===== config.mk =====
export PLATFORM = sky130hd
export DESIGN_NAME = cli_ctrl
export DESIGN_NICKNAME = d
export VERILOG_FILES = /design/src/hdl/cli_pkg.sv /design/src/hdl/cli_ctrl.sv
export SDC_FILE = /design/constraint.sdc
export NUM_CORES = 1
export LEC_CHECK = 0
export ABC_AREA = 1
export BUFFER_PORTS_ARGS = -buffer_cell sky130_fd_sc_hd__buf_4
export CAP_MARGIN = 5
export CORE_MARGIN = 3
export CORE_UTILIZATION = 40
export DETAILED_ROUTE_END_ITERATION = 10
export SLEW_MARGIN = 20
export SYNTH_ARGS = -nofsm -noshare
export SYNTH_HDL_FRONTEND = slang
export SYNTH_SLANG_ARGS = --single-unit

===== constraint.sdc =====
create_clock -name i_clk -period 1.7 [get_ports i_clk]
set_input_delay 0.085 -clock i_clk [delete_from_list [all_inputs] [get_ports i_clk]]
set_output_delay 0.085 -clock i_clk [all_outputs]
set_load 0.05 [all_outputs]

===== src/hdl/cli_pkg.sv =====
package cli_pkg;

    localparam int VAL_W  = 32;          // knot and result width, Q16.16
    localparam int DIFF_W = VAL_W + 1;   // exact difference of two values
    localparam int PROD_W = 2 * DIFF_W;  // magnitude product
    localparam int QBITS  = 41;          // quotient bits kept, covers 2^40 bound
    localparam int DSH_W  = PROD_W + 8;  // shifted divisor for restoring divide
    localparam int SUM_W  = 43;          // y0 plus or minus quotient

    localparam logic ACT_LOAD = 1'b0;
    localparam logic ACT_EVAL = 1'b1;

    typedef enum logic [18:0] {
        S_IDLE = 19'b000_0000_0000_0000_0001,
        S_X0   = 19'b000_0000_0000_0000_0010,
        S_X1   = 19'b000_0000_0000_0000_0100,
        S_XL   = 19'b000_0000_0000_0000_1000,
        S_DIR  = 19'b000_0000_0000_0001_0000,
        S_SRD  = 19'b000_0000_0000_0010_0000,
        S_SCMP = 19'b000_0000_0000_0100_0000,
        S_F0   = 19'b000_0000_0000_1000_0000,
        S_F1   = 19'b000_0000_0001_0000_0000,
        S_F2   = 19'b000_0000_0010_0000_0000,
        S_CHK  = 19'b000_0000_0100_0000_0000,
        S_MUL0 = 19'b000_0000_1000_0000_0000,
        S_MUL1 = 19'b000_0001_0000_0000_0000,
        S_MUL2 = 19'b000_0010_0000_0000_0000,
        S_DIVI = 19'b000_0100_0000_0000_0000,
        S_DIV  = 19'b000_1000_0000_0000_0000,
        S_SUM  = 19'b001_0000_0000_0000_0000,
        S_FIN  = 19'b010_0000_0000_0000_0000,
        S_SPARE = 19'b100_0000_0000_0000_0000
    } t_state;

    typedef struct packed {
        logic wr;        // write knot from input item
        logic take;      // latch sample and clip
        logic ld_x0;
        logic ld_x1;
        logic shift_a;
        logic ld_seg0;
        logic ld_seg1;
        logic mul0;
        logic mul1;
        logic mul2;
        logic div_init;
        logic div_step;
        logic sum;
        logic fin;
        logic found;
    } t_cmd;

    typedef struct packed {
        logic flat;
        logic ext_lo;
        logic ext_hi;
        logic bracket;
        logic den_zero;
        logic ovf;
        logic out_free;
    } t_sts;

endpackage


===== src/hdl/cli_ctrl.sv =====
module cli_ctrl #(
    parameter int MAX_KNOTS = 16
) (
    input  logic                         i_clk,
    input  logic                         i_rst_n,
    input  logic                         i_in_valid,
    output logic                         o_in_stall,
    input  logic                         i_action,
    input  logic [3:0]                   i_knot_index,
    input  logic                         i_cfg_we,
    input  logic [4:0]                   i_cfg_data,
    input  cli_pkg::t_sts                i_sts,
    output cli_pkg::t_cmd                o_cmd,
    output logic [$clog2(MAX_KNOTS)-1:0] o_waddr,
    output logic [$clog2(MAX_KNOTS)-1:0] o_raddr
);
    import cli_pkg::*;

    localparam int ADDR_W = $clog2(MAX_KNOTS);
    localparam int CNT_W  = $clog2(QBITS);

    t_state            r_state, n_state;
    logic [4:0]        r_len;
    logic [ADDR_W-1:0] r_idx, n_idx;
    logic [ADDR_W-1:0] r_hi, n_hi;
    logic [CNT_W-1:0]  r_cnt, n_cnt;
    logic              r_hit, n_hit;
    logic [ADDR_W-1:0] w_last;
    logic              w_acc;

    assign w_acc      = i_in_valid && (r_state == S_IDLE);
    assign o_in_stall = (r_state != S_IDLE);
    assign o_waddr    = ADDR_W'(i_knot_index);

    // clamp the configured length to the table
    always_comb begin
        if (r_len < 5'd2) begin
            w_last = ADDR_W'(1);
        end else if (32'(r_len) > MAX_KNOTS) begin
            w_last = ADDR_W'(MAX_KNOTS - 1);
        end else begin
            w_last = ADDR_W'(r_len - 5'd1);
        end
    end

    always_comb begin
        n_state = r_state;
        n_idx   = r_idx;
        n_hi    = r_hi;
        n_cnt   = r_cnt;
        n_hit   = r_hit;
        o_cmd   = '0;
        o_raddr = '0;
        unique case (r_state)
            S_IDLE: begin
                if (w_acc) begin
                    if (i_action == ACT_LOAD) begin
                        o_cmd.wr = (32'(i_knot_index) < MAX_KNOTS);
                    end else begin
                        o_cmd.take = 1'b1;
                        n_state    = S_X0;
                    end
                end
            end
            S_X0: begin
                o_raddr = '0;
                n_state = S_X1;
            end
            S_X1: begin
                o_cmd.ld_x0 = 1'b1;
                o_raddr     = ADDR_W'(1);
                n_state     = S_XL;
            end
            S_XL: begin
                o_cmd.ld_x1 = 1'b1;
                o_raddr     = w_last;
                n_state     = S_DIR;
            end
            S_DIR: begin
                if (i_sts.flat) begin
                    n_hit   = 1'b0;
                    n_state = S_FIN;
                end else if (i_sts.ext_lo) begin
                    n_hi    = ADDR_W'(1);
                    n_state = S_F0;
                end else if (i_sts.ext_hi) begin
                    n_hi    = w_last;
                    n_state = S_F0;
                end else begin
                    n_idx   = ADDR_W'(1);
                    n_state = S_SRD;
                end
            end
            S_SRD: begin
                o_raddr = r_idx;
                n_state = S_SCMP;
            end
            S_SCMP: begin
                if (i_sts.bracket) begin
                    n_hi    = r_idx;
                    n_state = S_F0;
                end else if (r_idx == w_last) begin
                    n_hit   = 1'b0;
                    n_state = S_FIN;
                end else begin
                    o_cmd.shift_a = 1'b1;
                    n_idx         = r_idx + ADDR_W'(1);
                    n_state       = S_SRD;
                end
            end
            S_F0: begin
                o_raddr = r_hi - ADDR_W'(1);
                n_hit   = 1'b1;
                n_state = S_F1;
            end
            S_F1: begin
                o_cmd.ld_seg0 = 1'b1;
                o_raddr       = r_hi;
                n_state       = S_F2;
            end
            S_F2: begin
                o_cmd.ld_seg1 = 1'b1;
                n_state       = S_CHK;
            end
            S_CHK: begin
                n_state = i_sts.den_zero ? S_SUM : S_MUL0;
            end
            S_MUL0: begin
                o_cmd.mul0 = 1'b1;
                n_state    = S_MUL1;
            end
            S_MUL1: begin
                o_cmd.mul1 = 1'b1;
                n_state    = S_MUL2;
            end
            S_MUL2: begin
                o_cmd.mul2 = 1'b1;
                n_state    = S_DIVI;
            end
            S_DIVI: begin
                o_cmd.div_init = 1'b1;
                n_cnt          = '0;
                n_state        = S_DIV;
            end
            S_DIV: begin
                if (i_sts.ovf) begin
                    n_state = S_SUM;
                end else begin
                    o_cmd.div_step = 1'b1;
                    n_cnt          = r_cnt + CNT_W'(1);
                    if (r_cnt == CNT_W'(QBITS - 1)) begin
                        n_state = S_SUM;
                    end
                end
            end
            S_SUM: begin
                o_cmd.sum = 1'b1;
                n_state   = S_FIN;
            end
            S_FIN: begin
                // hold until the output register is free
                if (i_sts.out_free) begin
                    o_cmd.fin   = 1'b1;
                    o_cmd.found = r_hit;
                    n_state     = S_IDLE;
                end
            end
            default: begin
                n_state = S_IDLE;
            end
        endcase
    end

    always_ff @(posedge i_clk) begin
        if (!i_rst_n) begin
            r_state <= S_IDLE;
            r_len   <= 5'd2;
            r_idx   <= '0;
            r_hi    <= '0;
            r_cnt   <= '0;
            r_hit   <= 1'b0;
        end else begin
            r_state <= n_state;
            r_idx   <= n_idx;
            r_hi    <= n_hi;
            r_cnt   <= n_cnt;
            r_hit   <= n_hit;
            if (i_cfg_we) begin
                r_len <= i_cfg_data;
            end
        end
    end

    a_fin_free: assert property (@(posedge i_clk) disable iff (!i_rst_n)
        o_cmd.fin |-> i_sts.out_free)
        else $error("result written while output register busy");

    a_seg_hi: assert property (@(posedge i_clk) disable iff (!i_rst_n)
        (r_state == S_F0) |-> (r_hi != '0) && (r_hi <= w_last))
        else $error("segment index outside curve");

    a_div_len: assert property (@(posedge i_clk) disable iff (!i_rst_n)
        (r_state == S_DIV) |-> (32'(r_cnt) < QBITS))
        else $error("divide ran past its quotient width");

    a_scan_idx: assert property (@(posedge i_clk) disable iff (!i_rst_n)
        (r_state == S_SCMP) |=> (r_state == S_SRD) || (r_state == S_F0) ||
                                (r_state == S_FIN))
        else $error("scan left to an unexpected state");

endmodule


### Word-level counts from Yosys, hierarchy flattened

Index checks and enable logic that the tools add are counted.

| word-level totals | value |
|---|---|
| bits in registers | 39 |
| bits in latches | 0 |
| RAM bits | 0 |
| ROM bits | 0 |
| input bits | 21 |
| output and inout bits | 24 |
| word-level logic and storage cells | 108 |
| memories kept | 0 |

| operators by class | value |
|---|---|
| add/sub/neg operators | 4 |
| $mul | 0 |
| divide/modulo/power cells | 0 |
| $lt $le $gt $ge | 2 |
| equality and inequality tests | 35 |
| shifts and indexed selects | 0 |
| muxes and demuxes | 52 |
| bitwise gates (word level) | 0 |
| reductions and logical operators | 9 |

Operator list:

| kind | count |
|---|---|
| one-hot mux 19 bit (18 select lines) | 1 |
| 2-to-1 mux 19 bit | 6 |
| 2-to-1 mux 4 bit | 11 |
| 2-to-1 mux 18 bit | 2 |
| != test 2 bit, second input constant | 12 |
| one-hot mux 4 bit (5 select lines) | 1 |
| equality test 19 x 1 -> 1 bit, second input constant | 1 |
| equality test 19 x 10 -> 1 bit, second input constant | 1 |
| equality test 19 x 11 -> 1 bit, second input constant | 1 |
| equality test 19 x 12 -> 1 bit, second input constant | 1 |
| equality test 19 x 13 -> 1 bit, second input constant | 1 |
| equality test 19 x 14 -> 1 bit, second input constant | 1 |
| equality test 19 x 15 -> 1 bit, second input constant | 1 |
| equality test 19 x 16 -> 1 bit, second input constant | 1 |
| equality test 19 x 17 -> 1 bit, second input constant | 1 |
| equality test 19 x 18 -> 1 bit, second input constant | 1 |
| equality test 19 x 2 -> 1 bit, second input constant | 1 |
| equality test 19 x 3 -> 1 bit, second input constant | 1 |
| equality test 19 x 4 -> 1 bit, second input constant | 1 |
| equality test 19 x 5 -> 1 bit, second input constant | 1 |
| equality test 19 x 6 -> 1 bit, second input constant | 1 |
| equality test 19 x 7 -> 1 bit, second input constant | 1 |
| equality test 19 x 8 -> 1 bit, second input constant | 1 |
| equality test 19 x 9 -> 1 bit, second input constant | 1 |
| 23 further kinds | 51 |

### Depth between registers and ports, before layout

| depth | value |
|---|---|
| depth in word-level cells | 7 |
| depth in mapped cells | 14 |
| mapped depth without buffers | 14 |

### Least setup slack after synthesis

No wires, ideal clock.

| timing | value |
|---|---|
| kind | reg2out |
| start | register r_state[12] |
| end | output o_raddr[2] |
| arrival time | 2,823 ps |
| path slack | -1,208 ps |
| cell stages (with the launch flop) | 6 |
| buffers on the path | 0 |
| path through | dfxtp_1 -> nor2_2 -> nand3_1 -> nor2_4 -> nand4_2 -> o311ai_0 |

| between the ends | value |
|---|---|
| word-level cells in the longest chain between the ends | 2 |
| elaborated cells between the ends (all ways) | 6 |
| classes of those cells | 5 x eq/ne; 1 x mux |

Ends and longest elaborated chain:

| what | RTL line | RTL |
|---|---|---|
| start, declared | cli_ctrl.sv:22 | `t_state r_state, n_state;` |
| start signal, assigned | cli_ctrl.sv:183 | `r_state <= n_state;` |
| equality test 19 x 9 -> 1 bit, or another cell as far along | cli_ctrl.sv:54 | `unique case (r_state)` |
| one-hot mux 4 bit (5 select lines) * | cli_ctrl.sv:54 |  |
| end, declared | cli_ctrl.sv:15 | `output logic [$clog2(MAX_KNOTS)-1:0] o_raddr` |

Every way passes the cells marked *; elsewhere a longest branch is shown, timed or not.

==> flow_metrics.env <==
export IMPL_run_status="finished, violations left"
export IMPL_violations="setup timing"
export IMPL_synthTopCellsByArea="dfxtp_1 (30%), nand2_1 (11%), inv_1 (8.5%)"
export IMPL_holdPathStages=3
export IMPL_skew_ns=0.008438
export IMPL_synthCells=386
export IMPL_die_height_microns=85.88
export IMPL_clk_pin_slew_ns=0.08
export IMPL_finalWeightedCongestion=0.9163
export IMPL_finalMaxSlewViolations=0
export IMPL_grt_max_degree=14
export IMPL_synth_area_per_cell_sq_um=6.613
export IMPL_post_route_min_period_ns=1.901
export IMPL_synth_xor_area_frac=0.01373
export IMPL_first_pass_iters=4
export IMPL_diodes=0
export IMPL_die_area_sq_um=7375
export IMPL_hp_class="in -> reg"
export IMPL_syn_area_sq_um=2552
export IMPL_grt_usage=0.2106
export IMPL_critPathKind="reg -> out"
export IMPL_syn_nets=412
export IMPL_drc=0
export IMPL_die_w_microns=85.88
export IMPL_hold_start="i_cfg_data[2]"
export IMPL_hold_violations=0
export IMPL_core_sq_um=6061
export IMPL_max_cap_violations=0
export IMPL_io_buffers=36
export IMPL_vias_per_cell=4.966
export IMPL_power_leakage_nw=1.838
export IMPL_max_slew_worst_pin_slew_ns=0.3351
export IMPL_reg2reg_depth=11
export IMPL_via_count=2801
export IMPL_r2r_start="r_state[6]"
export IMPL_worstPathRequired_ns=1.62
export IMPL_setup_ws_ns=-0.2015
export IMPL_synth_simple_gate_area_frac=0.4270
export IMPL_drt_iter0_drc=146
export IMPL_seq_area_sq_um=779.5
export IMPL_wl_per_cell_microns=13.50
export IMPL_synth_edf_count=0
export IMPL_ys_ff_latch=38
export IMPL_vdd_drop_max_v=0.0004814
export IMPL_clk_latency_ns=0.30
export IMPL_max_slew_margin=0.7748
export IMPL_synth_adder_area_share=0.02451
export IMPL_instances_no_fill=564
export IMPL_cts_made_buffers=5
export IMPL_htree_levels=2
export IMPL_antenna_found_initial=0
export IMPL_clockRootBuffer="clkbuf_8"
export IMPL_r2r_setup_slack_ns=-0.06
export IMPL_rsz0062_at_grt="true"
export IMPL_synth_ff_type="dfxtp_1"
export IMPL_path_max_fanout=3
export IMPL_synth_compound_area_frac=0.1162
export IMPL_holdPathEnd="r_len[2]"
export IMPL_cts_max_path_buffers=2
export IMPL_layout_nets=514
export IMPL_power_mw=2.002
export IMPL_synth_warnings=0
export IMPL_power_density_nw_per_um2=494.6
export IMPL_fillCellCount=526
export IMPL_dpl_cell_count=527
export IMPL_wirelength_microns=7615
export IMPL_layout_drive_gt1_share=0.4703
export IMPL_worst_r2r_endpoint="r_hi[0]"
export IMPL_finalSetupViolCount=27
export IMPL_yosys_area_top_type="dfxtp_1"
export IMPL_grt_pass1_wl_microns=12490
export IMPL_synth_cell_types=42
export IMPL_start_util=0.4211
export IMPL_synth_top_area_frac=0.2980
export IMPL_cts_tree="built"
export IMPL_synth_top_family_by_area="simple AND/OR/NAND/NOR gates"
export IMPL_endpoint_kind="output port"
export IMPL_cts_sinks=38
export IMPL_fmax_mhz=525.9
export IMPL_async_reset_ff_frac=0
export IMPL_grt_pass1_vias=2696
export IMPL_ant_nets=0
export IMPL_crit_path_start_kind="flip-flop"
export IMPL_period_share=1.119
export IMPL_syn2layout_area_growth_pct=58.63
export IMPL_cp_arrival_ns=1.82
export IMPL_grt_overflow_total=0
export IMPL_rows=28
export IMPL_synth_area_mux_share=0
export IMPL_multi_input_area_sq_um=1874
export IMPL_dpl_hpwl_microns=5489
export IMPL_ios=45
export IMPL_ys_seq_area_frac=0.2980
-- flip-flops by register name, summed over array words and instances (netlist names) --
signal   flops
r_state     18
r_idx        4
r_cnt        6
r_hit        1
r_hi         4
r_len        5
-- metal layers --
| layer | part of all wire | up-vias | wire length (microns) | GRT usage |
|---|---|---|---|---|
| li1 | - | 1451 | - | - |
| met1 | 0.47 | 1275 | 3591 | 0.2974 |
| met2 | 0.47 | 61 | 3542 | 0.3203 |
| met3 | 0.043 | 14 | 324 | 0.03650 |
| met4 | 0.020 | 0 | 156 | 0.07626 |
| met5 | 0 | - | 0 | 0 |
-- cells by family (layout without fill, tap and decap cells) --
group / Yosys count / after routing
buffers and inverters: 76 / 179
xor gates and xnor gates: 4 / 4
adders and majority gates: 5 / 5
and+or+nand+nor: 215 / 215
AOI/OAI and AO/OA: 48 / 48
DFF: 38 / 38
-- cell usage in the layout (no fill, tap or decap), types with 7 or more instances in the layout --
cell type	count
nor3_1	8
o21ai_0	13
nand2_1	55
nand2_2	21
nor2_2	7
inv_1	44
nand3_4	10
dfxtp_2	12
a21oi_2	8
a21oi_1	16
dfxtp_1	25
buf_8	7
nor2_4	15
buf_4	69
inv_2	16
buf_6	23
nand3_1	21
nand4_1	13
nor2_1	42
-- metrics by stage --
stage                     setup TNS, ns  cell area (sq um)  worst slack [ns]  hold WS [ns]    util
after CTS                        -1.453               3764           -0.2160      0.002320  0.6210
after detailed placement        -0.3690               3244          -0.07645        0.1706  0.5353
after global routing             -5.541               4049           -0.3054       0.01203  0.6680
after floorplan                 -0.3836               2644           -0.1429        0.1568       -
final                            -2.070               4049           -0.2015      0.002584  0.6680
after global placement          -0.1198               3244          -0.03977        0.1706  0.5353
-- synth_stat cells, types with 2 or more instances --
master    instances
a21oi_1          17
nor2_4            4
ha_1              5
xor2_1            2
o21ai_2           2
inv_1            58
a22oi_1           2
nand2_1          73
inv_2             7
nor2_2            8
nand3_1          27
nand3_2           5
nor2_1           52
nand4_2           2
a21oi_2           7
dfxtp_1          38
o21ai_0          13
buf_1             2
nor4_1            3
xnor2_1           2
nor2_8            2
nor3_1           12
nand2_2           7
o221ai_1          2
buf_4             5
nand4_1          13
-- worst max-delay path by stage --
stage                            end   startpoint
final                      o_cmd[10]     r_len[1]
after global routing       o_cmd[10]     r_len[1]
after CTS                 o_raddr[2]  r_state[13]
after detailed placement    r_idx[1]     r_len[0]
after global placement    o_raddr[0]   r_state[2]
after floorplan           o_raddr[0]  r_state[10]
-- power by group --
part | internal (mW) | total [mW] | switching, mW
Clock | 0.328 | 0.678 | 0.350
Combinational | 0.186 | 0.409 | 0.224
Sequential | 0.901 | 0.915 | 0.0147
Total | 1.41 | 2.00 | 0.588
-- timing repair --
action | in CTS | in global routing
hold buffers | 3 | 0
setup endpoints to repair | 21 | 36
setup buffers | 19 | 12
gates resized for setup | 70 | 58
endpoints found under the hold margin | 3 | 0
pin swaps | 17 | 29
-- layout make-up --
cell class	instances	area share
Multi-Input combinational cell	272	0.4629
Inverter	68	0.06860
Tap cell	75	0.02318
Sequential cell	38	0.1925
Timing Repair Buffer	103	0.2302
Clock inverter	1	0.001236
Clock buffer	7	0.02132
-- critical path, cell delays in order (launching register included) --
cell	delay, ns
dfxtp_2	0.34
buf_6	0.11
nor2_4	0.17
nand2_2	0.07
nand2_2	0.09
nand2_2	0.07
nand2_2	0.07
nand2_1	0.06
nand2_1	0.09
nor2_2	0.05
nand2_2	0.09
nand3_4	0.08
inv_2	0.08
buf_8	0.14
Power figures use the tool's default switching activity.
